[src/rtl/route_redistribution_filter_macros.svh]
// assertion macros used by the route redistribution filter top level
`ifndef ROUTE_REDISTRIBUTION_FILTER_MACROS_SVH
`define ROUTE_REDISTRIBUTION_FILTER_MACROS_SVH

// same-cycle implication, disabled while in reset
`define RRF_ASSERT_IMPL(lbl, clk, rst_n, ante, cons) \
	lbl: assert property (@(posedge clk) disable iff (!(rst_n)) (ante) |-> (cons)) \
		else $error("rrf assertion failed");

// next-cycle implication, disabled while in reset
`define RRF_ASSERT_NEXT(lbl, clk, rst_n, ante, cons) \
	lbl: assert property (@(posedge clk) disable iff (!(rst_n)) (ante) |=> (cons)) \
		else $error("rrf assertion failed");

`endif

[src/rtl/rrf_pkg.sv]
// shared types and codes of the route redistribution filter
package rrf_pkg;

	localparam logic       OP_LOAD     = 1'b0;
	localparam logic       OP_CLASSIFY = 1'b1;

	localparam logic [2:0] KIND_LABEL     = 3'd0;
	localparam logic [2:0] KIND_STATIC    = 3'd1;
	localparam logic [2:0] KIND_CONNECTED = 3'd2;
	localparam logic [2:0] KIND_ADDR      = 3'd3;
	localparam logic [2:0] KIND_DEFAULT   = 3'd4;

	localparam logic [7:0] MAX_PREFIX_LEN = 8'd128;

	typedef struct packed {
		logic [2:0]  kind;
		logic        negate;
		logic [15:0] label;
		logic [23:0] metric;
		logic [63:0] addr_high;
		logic [63:0] addr_low;
		logic [7:0]  prefix_len;
	} rule_t;

	// controller to datapath
	typedef struct packed {
		logic capture;
		logic wr_en;
		logic rd_en;
		logic res_clear;
		logic res_eval;
	} rrf_cmd_t;

	// datapath to controller
	typedef struct packed {
		logic hit;
		logic stop;
	} rrf_status_t;

endpackage

[src/rtl/rrf_datapath.sv]
// rule table, route registers, rule match logic and result register
module rrf_datapath
	import rrf_pkg::*;
#(
	parameter int RULE_SLOTS = 16,
	parameter int SLOT_W     = 4
) (
	input  logic              clk,
	input  rrf_cmd_t          cmd,
	input  logic [SLOT_W-1:0] wr_addr,
	input  logic [SLOT_W-1:0] rd_addr,
	input  logic [2:0]        rule_kind,
	input  logic              negate,
	input  logic [15:0]       label,
	input  logic [23:0]       rule_metric_in,
	input  logic [63:0]       addr_high,
	input  logic [63:0]       addr_low,
	input  logic [7:0]        prefix_len,
	input  logic              route_static,
	input  logic              route_connected,
	input  logic              route_dynamic,
	output rrf_status_t       status,
	output logic              accept,
	output logic              matched,
	output logic [23:0]       route_metric
);

	function automatic logic [7:0] clamp_len(input logic [7:0] n);
		return (n > MAX_PREFIX_LEN) ? MAX_PREFIX_LEN : n;
	endfunction

	rule_t       mem [RULE_SLOTS];
	rule_t       rd_q;

	logic [15:0] r_label_q;
	logic [63:0] r_ah_q;
	logic [63:0] r_al_q;
	logic [7:0]  r_len_q;
	logic        r_static_q;
	logic        r_conn_q;
	logic        r_dyn_q;

	logic        accept_q;
	logic        matched_q;
	logic [23:0] metric_q;

	logic [63:0] mask_h;
	logic [63:0] mask_l;
	logic        dflt_route;
	logic        rule_zero;
	logic        addr_eq;
	logic        hit;
	logic        stop;

	always_ff @(posedge clk) begin
		if (cmd.wr_en) begin
			mem[wr_addr] <= '{kind: rule_kind, negate: negate, label: label,
				metric: rule_metric_in, addr_high: addr_high, addr_low: addr_low,
				prefix_len: clamp_len(prefix_len)};
		end
		if (cmd.rd_en) begin
			rd_q <= mem[rd_addr];
		end
	end

	always_ff @(posedge clk) begin
		if (cmd.capture) begin
			r_label_q  <= label;
			r_ah_q     <= addr_high;
			r_al_q     <= addr_low;
			r_len_q    <= clamp_len(prefix_len);
			r_static_q <= route_static;
			r_conn_q   <= route_connected;
			r_dyn_q    <= route_dynamic;
		end
	end

	// netmask bit set when it lies inside the rule prefix
	always_comb begin
		for (int b = 0; b < 64; b++) begin
			mask_h[b] = {1'b0, rd_q.prefix_len} > 9'(63 - b);
			mask_l[b] = {1'b0, rd_q.prefix_len} > 9'(127 - b);
		end
	end

	assign dflt_route = (r_ah_q == '0) && (r_al_q == '0) && (r_len_q == '0);
	assign rule_zero  = (rd_q.addr_high == '0) && (rd_q.addr_low == '0) &&
		(rd_q.prefix_len == '0);
	assign addr_eq    = (((r_ah_q ^ rd_q.addr_high) & mask_h) == '0) &&
		(((r_al_q ^ rd_q.addr_low) & mask_l) == '0) && (r_len_q >= rd_q.prefix_len);

	always_comb begin
		hit  = 1'b0;
		stop = 1'b0;
		unique case (rd_q.kind)
			KIND_LABEL: begin
				hit = (r_label_q == rd_q.label);
			end
			KIND_STATIC: begin
				hit = !dflt_route && !r_dyn_q && r_static_q;
			end
			KIND_CONNECTED: begin
				hit = !dflt_route && !r_dyn_q && r_conn_q;
			end
			KIND_ADDR: begin
				if (!r_dyn_q) begin
					if (rule_zero) begin
						hit  = dflt_route;
						stop = !dflt_route;
					end else begin
						hit = addr_eq;
					end
				end
			end
			KIND_DEFAULT: begin
				hit = dflt_route;
			end
			default: begin
				hit = 1'b0;
			end
		endcase
	end

	assign status = '{hit: hit, stop: stop};

	always_ff @(posedge clk) begin
		if (cmd.res_clear || (cmd.res_eval && !hit)) begin
			accept_q  <= 1'b0;
			matched_q <= 1'b0;
			metric_q  <= '0;
		end else if (cmd.res_eval) begin
			accept_q  <= !rd_q.negate;
			matched_q <= 1'b1;
			metric_q  <= rd_q.metric;
		end
	end

	assign accept       = accept_q;
	assign matched      = matched_q;
	assign route_metric = metric_q;

endmodule

[src/rtl/rrf_ctrl.sv]
// sequencer for loads and the first-match rule scan
module rrf_ctrl
	import rrf_pkg::*;
#(
	parameter int RULE_SLOTS = 16,
	parameter int SLOT_W     = 4,
	parameter int CNT_W      = 5
) (
	input  logic              clk,
	input  logic              arst_n,
	input  logic              start,
	input  logic              op,
	input  logic [3:0]        slot,
	input  logic [CNT_W-1:0]  scan_n,
	input  rrf_status_t       status,
	output rrf_cmd_t          cmd,
	output logic [SLOT_W-1:0] wr_addr,
	output logic [SLOT_W-1:0] rd_addr,
	output logic              busy,
	output logic              done
);

	localparam logic ST_IDLE = 1'b0;
	localparam logic ST_SCAN = 1'b1;

	logic             state_q, state_d;
	logic [CNT_W-1:0] idx_q, idx_d;
	logic [CNT_W-1:0] idx_inc;
	logic             ev_valid_q, ev_valid_d;
	logic             ev_last_q, ev_last_d;
	logic             done_q, done_d;
	logic             slot_ok;

	assign slot_ok = {28'b0, slot} < 32'(RULE_SLOTS);
	assign idx_inc = idx_q + CNT_W'(1);
	assign wr_addr = SLOT_W'(slot);
	assign rd_addr = idx_q[SLOT_W-1:0];

	always_comb begin
		cmd        = '0;
		state_d    = state_q;
		idx_d      = idx_q;
		ev_valid_d = ev_valid_q;
		ev_last_d  = ev_last_q;
		done_d     = 1'b0;
		unique case (state_q)
			ST_IDLE: begin
				if (start) begin
					if (op == OP_LOAD) begin
						cmd.wr_en     = slot_ok;
						cmd.res_clear = 1'b1;
						done_d        = 1'b1;
					end else begin
						cmd.capture = 1'b1;
						if (scan_n == '0) begin
							cmd.res_clear = 1'b1;
							done_d        = 1'b1;
						end else begin
							state_d    = ST_SCAN;
							idx_d      = '0;
							ev_valid_d = 1'b0;
							ev_last_d  = 1'b0;
						end
					end
				end
			end
			ST_SCAN: begin
				priority if (ev_valid_q && (status.hit || status.stop)) begin
					cmd.res_eval = 1'b1;
					done_d       = 1'b1;
					state_d      = ST_IDLE;
				end else if (ev_valid_q && ev_last_q) begin
					cmd.res_clear = 1'b1;
					done_d        = 1'b1;
					state_d       = ST_IDLE;
				end else begin
					cmd.rd_en  = 1'b1;
					idx_d      = idx_inc;
					ev_valid_d = 1'b1;
					ev_last_d  = (idx_inc == scan_n);
				end
			end
			default: begin
				state_d = ST_IDLE;
			end
		endcase
	end

	always_ff @(posedge clk or negedge arst_n) begin
		if (!arst_n) begin
			state_q    <= ST_IDLE;
			idx_q      <= '0;
			ev_valid_q <= 1'b0;
			ev_last_q  <= 1'b0;
			done_q     <= 1'b0;
		end else begin
			state_q    <= state_d;
			idx_q      <= idx_d;
			ev_valid_q <= ev_valid_d;
			ev_last_q  <= ev_last_d;
			done_q     <= done_d;
		end
	end

	assign busy = (state_q != ST_IDLE);
	assign done = done_q;

endmodule

[src/rtl/route_redistribution_filter.sv]
// top level of the route redistribution filter
// load beat: result strobe in the cycle after acceptance; one load per cycle while idle
// classify beat: scans up to rule_count rules (saturated at RULE_SLOTS), one rule per cycle
// ends at the first match or stop, else after the last rule; no scan when rule_count is zero
// next beat may start in the cycle the result is strobed; results cannot be stalled
// reset clears rule_count and control state only; the rule table is unset until loaded
`include "route_redistribution_filter_macros.svh"

module route_redistribution_filter
	import rrf_pkg::*;
#(
	parameter int RULE_SLOTS = 16
) (
	input  logic        clk,
	input  logic        arst_n,
	// command channel
	input  logic        start,
	output logic        busy,
	input  logic        op,
	input  logic [3:0]  slot,
	input  logic [2:0]  rule_kind,
	input  logic        negate,
	input  logic [15:0] label,
	input  logic [23:0] rule_metric_in,
	input  logic [63:0] addr_high,
	input  logic [63:0] addr_low,
	input  logic [7:0]  prefix_len,
	input  logic        route_static,
	input  logic        route_connected,
	input  logic        route_dynamic,
	// configuration: rule_count
	input  logic        cfg_we,
	input  logic [4:0]  cfg_wdata,
	// result channel
	output logic        done,
	output logic        accept,
	output logic        matched,
	output logic [23:0] route_metric
);

	// table index width and scan counter width (counter must hold RULE_SLOTS itself)
	localparam int SLOT_W = (RULE_SLOTS > 1) ? $clog2(RULE_SLOTS) : 1;
	localparam int CNT_W  = $clog2(RULE_SLOTS + 1);

	logic [4:0]        rule_count_q;
	logic [31:0]       count_ext;
	logic [CNT_W-1:0]  scan_n;
	rrf_cmd_t          cmd;
	rrf_status_t       status;
	logic [SLOT_W-1:0] wr_addr;
	logic [SLOT_W-1:0] rd_addr;

	// rule count register, to be written only while idle; the block itself does not enforce this
	always_ff @(posedge clk or negedge arst_n) begin
		if (!arst_n) begin
			rule_count_q <= '0;
		end else if (cfg_we) begin
			rule_count_q <= cfg_wdata;
		end
	end

	// rules scanned: rule_count saturated to the table depth
	assign count_ext = {27'b0, rule_count_q};
	assign scan_n    = (count_ext > 32'(RULE_SLOTS)) ? CNT_W'(RULE_SLOTS) : CNT_W'(count_ext);

	// sequencer: load writes, scan address, early exit on first match or reject
	rrf_ctrl #(
		.RULE_SLOTS (RULE_SLOTS),
		.SLOT_W     (SLOT_W),
		.CNT_W      (CNT_W)
	) u_ctrl (
		.clk     (clk),
		.arst_n  (arst_n),
		.start   (start),
		.op      (op),
		.slot    (slot),
		.scan_n  (scan_n),
		.status  (status),
		.cmd     (cmd),
		.wr_addr (wr_addr),
		.rd_addr (rd_addr),
		.busy    (busy),
		.done    (done)
	);

	// rule table, route capture, per-rule match and result register
	rrf_datapath #(
		.RULE_SLOTS (RULE_SLOTS),
		.SLOT_W     (SLOT_W)
	) u_dp (
		.clk             (clk),
		.cmd             (cmd),
		.wr_addr         (wr_addr),
		.rd_addr         (rd_addr),
		.rule_kind       (rule_kind),
		.negate          (negate),
		.label           (label),
		.rule_metric_in  (rule_metric_in),
		.addr_high       (addr_high),
		.addr_low        (addr_low),
		.prefix_len      (prefix_len),
		.route_static    (route_static),
		.route_connected (route_connected),
		.route_dynamic   (route_dynamic),
		.status          (status),
		.accept          (accept),
		.matched         (matched),
		.route_metric    (route_metric)
	);

	// a result beat always lands back in idle
	`RRF_ASSERT_IMPL(a_done_idle, clk, arst_n, done, !busy)
	// a classify with rules to scan holds the block busy
	`RRF_ASSERT_NEXT(a_scan_busy, clk, arst_n,
		start && !busy && (op == OP_CLASSIFY) && (scan_n != '0), busy)
	// a load answers in the next cycle with an unmatched result
	`RRF_ASSERT_NEXT(a_load_resp, clk, arst_n,
		start && !busy && (op == OP_LOAD), done && !matched && !accept)
	// no match means no accept and no metric
	`RRF_ASSERT_IMPL(a_miss_zero, clk, arst_n, done && !matched,
		!accept && (route_metric == '0))

endmodule

[config.mk]
export PLATFORM = sky130hd
export DESIGN_NAME = route_redistribution_filter
export DESIGN_NICKNAME = d
export VERILOG_FILES = /design/src/rtl/rrf_pkg.sv /design/src/rtl/rrf_datapath.sv /design/src/rtl/rrf_ctrl.sv /design/src/rtl/route_redistribution_filter.sv
export VERILOG_INCLUDE_DIRS = /design/src /design/src/rtl
export SDC_FILE = /design/constraint.sdc
export NUM_CORES = 2
export LEC_CHECK = 0
export ABC_AREA = 1
export BUFFER_PORTS_ARGS = -buffer_cell sky130_fd_sc_hd__clkbuf_2
export CAP_MARGIN = 5
export CORE_MARGIN = 3
export CORE_UTILIZATION = 25
export CTS_CLUSTER_SIZE = 14
export DETAILED_ROUTE_END_ITERATION = 10
export PLACE_DENSITY_LB_ADDON = 0.1
export SLEW_MARGIN = 20
export SYNTH_ARGS = -nofsm -noshare
export SYNTH_HDL_FRONTEND = slang
export SYNTH_SLANG_ARGS = --single-unit
export TNS_END_PERCENT = 30
[constraint.sdc]
create_clock -name clk -period 11.4 [get_ports clk]
set_clock_uncertainty 0.2 [all_clocks]
set_input_delay 1.14 -clock clk [delete_from_list [all_inputs] [get_ports clk]]
set_output_delay 1.14 -clock clk [all_outputs]
set_load 0.02 [all_outputs]
==> impl_metrics.toml <==
[setup_path]
r2r_end = "u_dp.rd_q[19]"
start_kind = "flip-flop"
setup.worst_path.class = "flip-flop to flip-flop"
critPathCaptureType = "flip-flop"
cp_slowest_cell = "buf_4"
path_max_fanout = 75
critPathArrivalTime_ns = 6.45
rr_startpoint = "u_dp.rd_q[7]"
rr_worst_depth = 17
reg2reg_slack_ns = 5.34
max_stage_delay_ns = 0.66
cp_cell_sequence = "inv_2, nand2_2, nand2_1, o21ai_0, nand2_1, nand2_1, nor2_1, nand2_1, nor2_1, nand4_1, inv_1, nand2_1, nand3_4, nand2_1, nand2_2, inv_8, buf_4"
crit_path_start = "u_dp.rd_q[7]"
endpoint = "u_dp.rd_q[19]"
cpMostUsedCell = "nand2_1"
required_ns = 11.79

[synthesis]
syn_area_per_cell_um2 = 13.5
synth_edf_count = 3215
ys.flop_type = "edfxtp_1"
synth_cell_types = 42
synth.most_common_cell = "edfxtp_1"
yosys_warnings = 0
synthTopCellsByArea = "edfxtp_1 76%, o21ai_0 6.7%, nor2_1 5.6%, o22ai_1 2.6%, o221ai_1 1.7%"
yosysTopAreaCell = "edfxtp_1"
synth_nets = 9609
synth_top_area_frac = 0.760
yosys-top-cells-count = "3215 x edfxtp_1, 1902 x nor2_1, 1693 x o21ai_0, 574 x clkbuf_1, 542 x nand2_1"
async_flop_share = 0.00430
ys_ff_latch = 3255
ys_seq_area_frac = 0.767
postSynthCellCount = 9403
netlist_area_um2 = 127000

[placement]
gp_congestion = 0.862
dp_cells = 15870
place_hpwl_um = 270000
dp_slack_ns = 5.45
portBuffers = 224

[global_routing]
antenna_found_initial = 112
grt_pass1_vias = 79283
gr-total-overflow = 0
grtUsageTotal = 0.183
grt_pass1_wl_um = 669000
grt_max_degree = 177

[clocking]
ctsRootBufferMaster = "clkbuf_16"
cts_num_sinks = 3255
ctsResizeCount = 0
post_cts_buffers = 0
cts_tree = "done"
cts_made_buffers = 384
ctsHoldBuffers = 1
clk_latency_ns = 1.02
cts.path.max_buffers = 4
htree_levels = 5
clkTransAtPathRegs_ns = 0.07

[sta]
fin_crit_ns = 6.06
fin_setup_tns_ns = 0
rsz0062_at_grt = "false"
fmax_mhz = 165
drv_slew = 0
hold_viol_final = 0
worstMarginPinSlew_ns = 1.23
layout_setup_ws_ns = 5.34
setup_viol = 0
min_period_over_period = 0.532
max_slew_margin = 0.179

[pwr]
p_leak_nw = 46.9
p_total_mw = 37.7
powerDensity_nw_per_um2 = 254
pwr-share-comb = 0.291
power.net_switching_mw = 14.1
power.internal_mw = 23.6
swShare = 0.375
p_clk_frac = 0.317
ir_drop_v = 0.000186
p_seq_frac = 0.393

[job]
cap_viol_max_count = 0

[floorplan]
rows = 261
die_y_um = 719
io_pins = 225
die_area_um2 = 517000
die-width_um = 719
initial_core_util = 0.251
core_area_um2 = 506000

[final_layout]
area_delta_synth_final_pct = 16.7
final_cells = 16601
final_util = 0.293
layout-drive-gt1-share = 0.0975
fill_cells = 50740
fin_nets = 9757

[run_status]
outcome = "finished clean"

[routing]
ant_nets = 0
drt_iter0_markers = 6662
routed_wl_um = 490000
dr_total_vias = 80991
drc = 0
drt_pass1_iterations = 6
wl_per_cell_um = 29.5
via_per_inst = 4.88

[min_path]
worstHoldPathType = "input port to flip-flop"
## final cells by class
| cell class | instances | area (um2) | share of cell area |
|---|---|---|---|
| diodes | 24 | 60.1 | 0.000405 |
| clock buffers | 486 | 10100 | 0.0683 |
| clock inverters | 220 | 2000 | 0.0135 |
| inverters | 98 | 410 | 0.00277 |
| multi-input cells | 5430 | 27100 | 0.183 |
| flip-flops and latches | 3255 | 97400 | 0.657 |
| well taps | 6706 | 8390 | 0.0566 |
| repair buffers | 382 | 2820 | 0.0190 |
## cells in the final DEF, fill, tap and decap left out, drive strengths merged, types with 2 or more instances in the layout
cell / n
o221ai: 253
edfxtp: 3215
clkinv: 183
nand3: 114
nand4: 46
o31ai: 4
dfxtp: 26
o22ai: 533
a21oi: 12
mux2i: 20
nor3: 9
nand2: 546
clkinvlp: 3
bufinv: 23
buf: 157
dfrtp: 14
o32ai: 21
inv: 109
o211ai: 96
nor2: 1912
diode: 24
xor2: 117
o21ai: 1705
clkbuf: 710
xnor2: 21
nor4: 2
ha: 9
nand3b: 3
## power by group through the flow
stage          clock network [mW]  logic [mW]  registers (mW)
6_report                     11.9        10.9            14.8
5_1_grt                      12.8        12.0            14.8
4_1_cts                      12.3        11.2            14.8
3_5_place_dp                    0        11.2            15.0
3_3_place_gp                    0        11.2            15.0
2_1_floorplan                   0        6.26            14.7
## cell families after synthesis
group           count (synthesis)  synth area share
buf+inv                       718            0.0216
compound gates               2628             0.119
xor+xnor                      138           0.00951
simple gates                 2634            0.0808
fa+ha+maj                       9          0.000886
mux                            21           0.00166
flops                        3255             0.767
## registers in the layout, summed over array words and instances (netlist names)
signal	count
u_dp.rd_q	180
u_dp.accept	1
u_dp.r_al_q	64
u_dp.r_dyn_q	1
u_dp.mem	2880
u_ctrl.ev_last_q	1
u_dp.r_static_q	1
u_dp.r_ah_q	64
u_ctrl.busy	1
rule_count_q	5
u_dp.r_label_q	16
u_ctrl.ev_valid_q	1
u_dp.r_conn_q	1
u_ctrl.idx_q	5
u_ctrl.done	1
u_dp.matched	1
u_dp.r_len_q	8
u_dp.route_metric	24
## layer usage
metal | wire [um] | up-vias | track usage | share of wire
met2 | 233000 | 2038 | 0.302 | 0.47
met3 | 24300 | 573 | 0.0302 | 0.050
met4 | 8630 | 40 | 0.0336 | 0.018
li1 | - | 35636 | - | -
met1 | 224000 | 42704 | 0.255 | 0.46
met5 | 264 | - | 0 | 0.00054
## through the flow
stage / hold slack (ns) / instance area, um2
2_1_floorplan: 0.304 / 127000
3_3_place_gp: 0.318 / 136000
3_5_place_dp: 0.318 / 136000
4_1_cts: 0.0443 / 148000
5_1_grt: 0.0867 / 148000
6_report: 0.145 / 148000
## worst min path at each step
stage,from,end,slack [ns],cells after the start
3_5_place_dp,u_dp.route_metric[8],u_dp.route_metric[8],0.32,4
6_report,cfg_wdata[2],rule_count_q[2],0.14,3
3_3_place_gp,u_dp.route_metric[8],u_dp.route_metric[8],0.32,4
5_1_grt,cfg_wdata[2],rule_count_q[2],0.09,3
2_1_floorplan,u_ctrl.idx_q[4],u_ctrl.idx_q[4],0.30,2
4_1_cts,cfg_wdata[2],rule_count_q[2],0.04,3
## critical path, delay by kind of cell, from the launching register on
kind	cells	cell delay (ns)
simple gates	12	2.71
buf+inv	4	1.58
flops	1	0.55
compound gates	1	0.29
No activity file was read; power rests on OpenSTA's default activity.
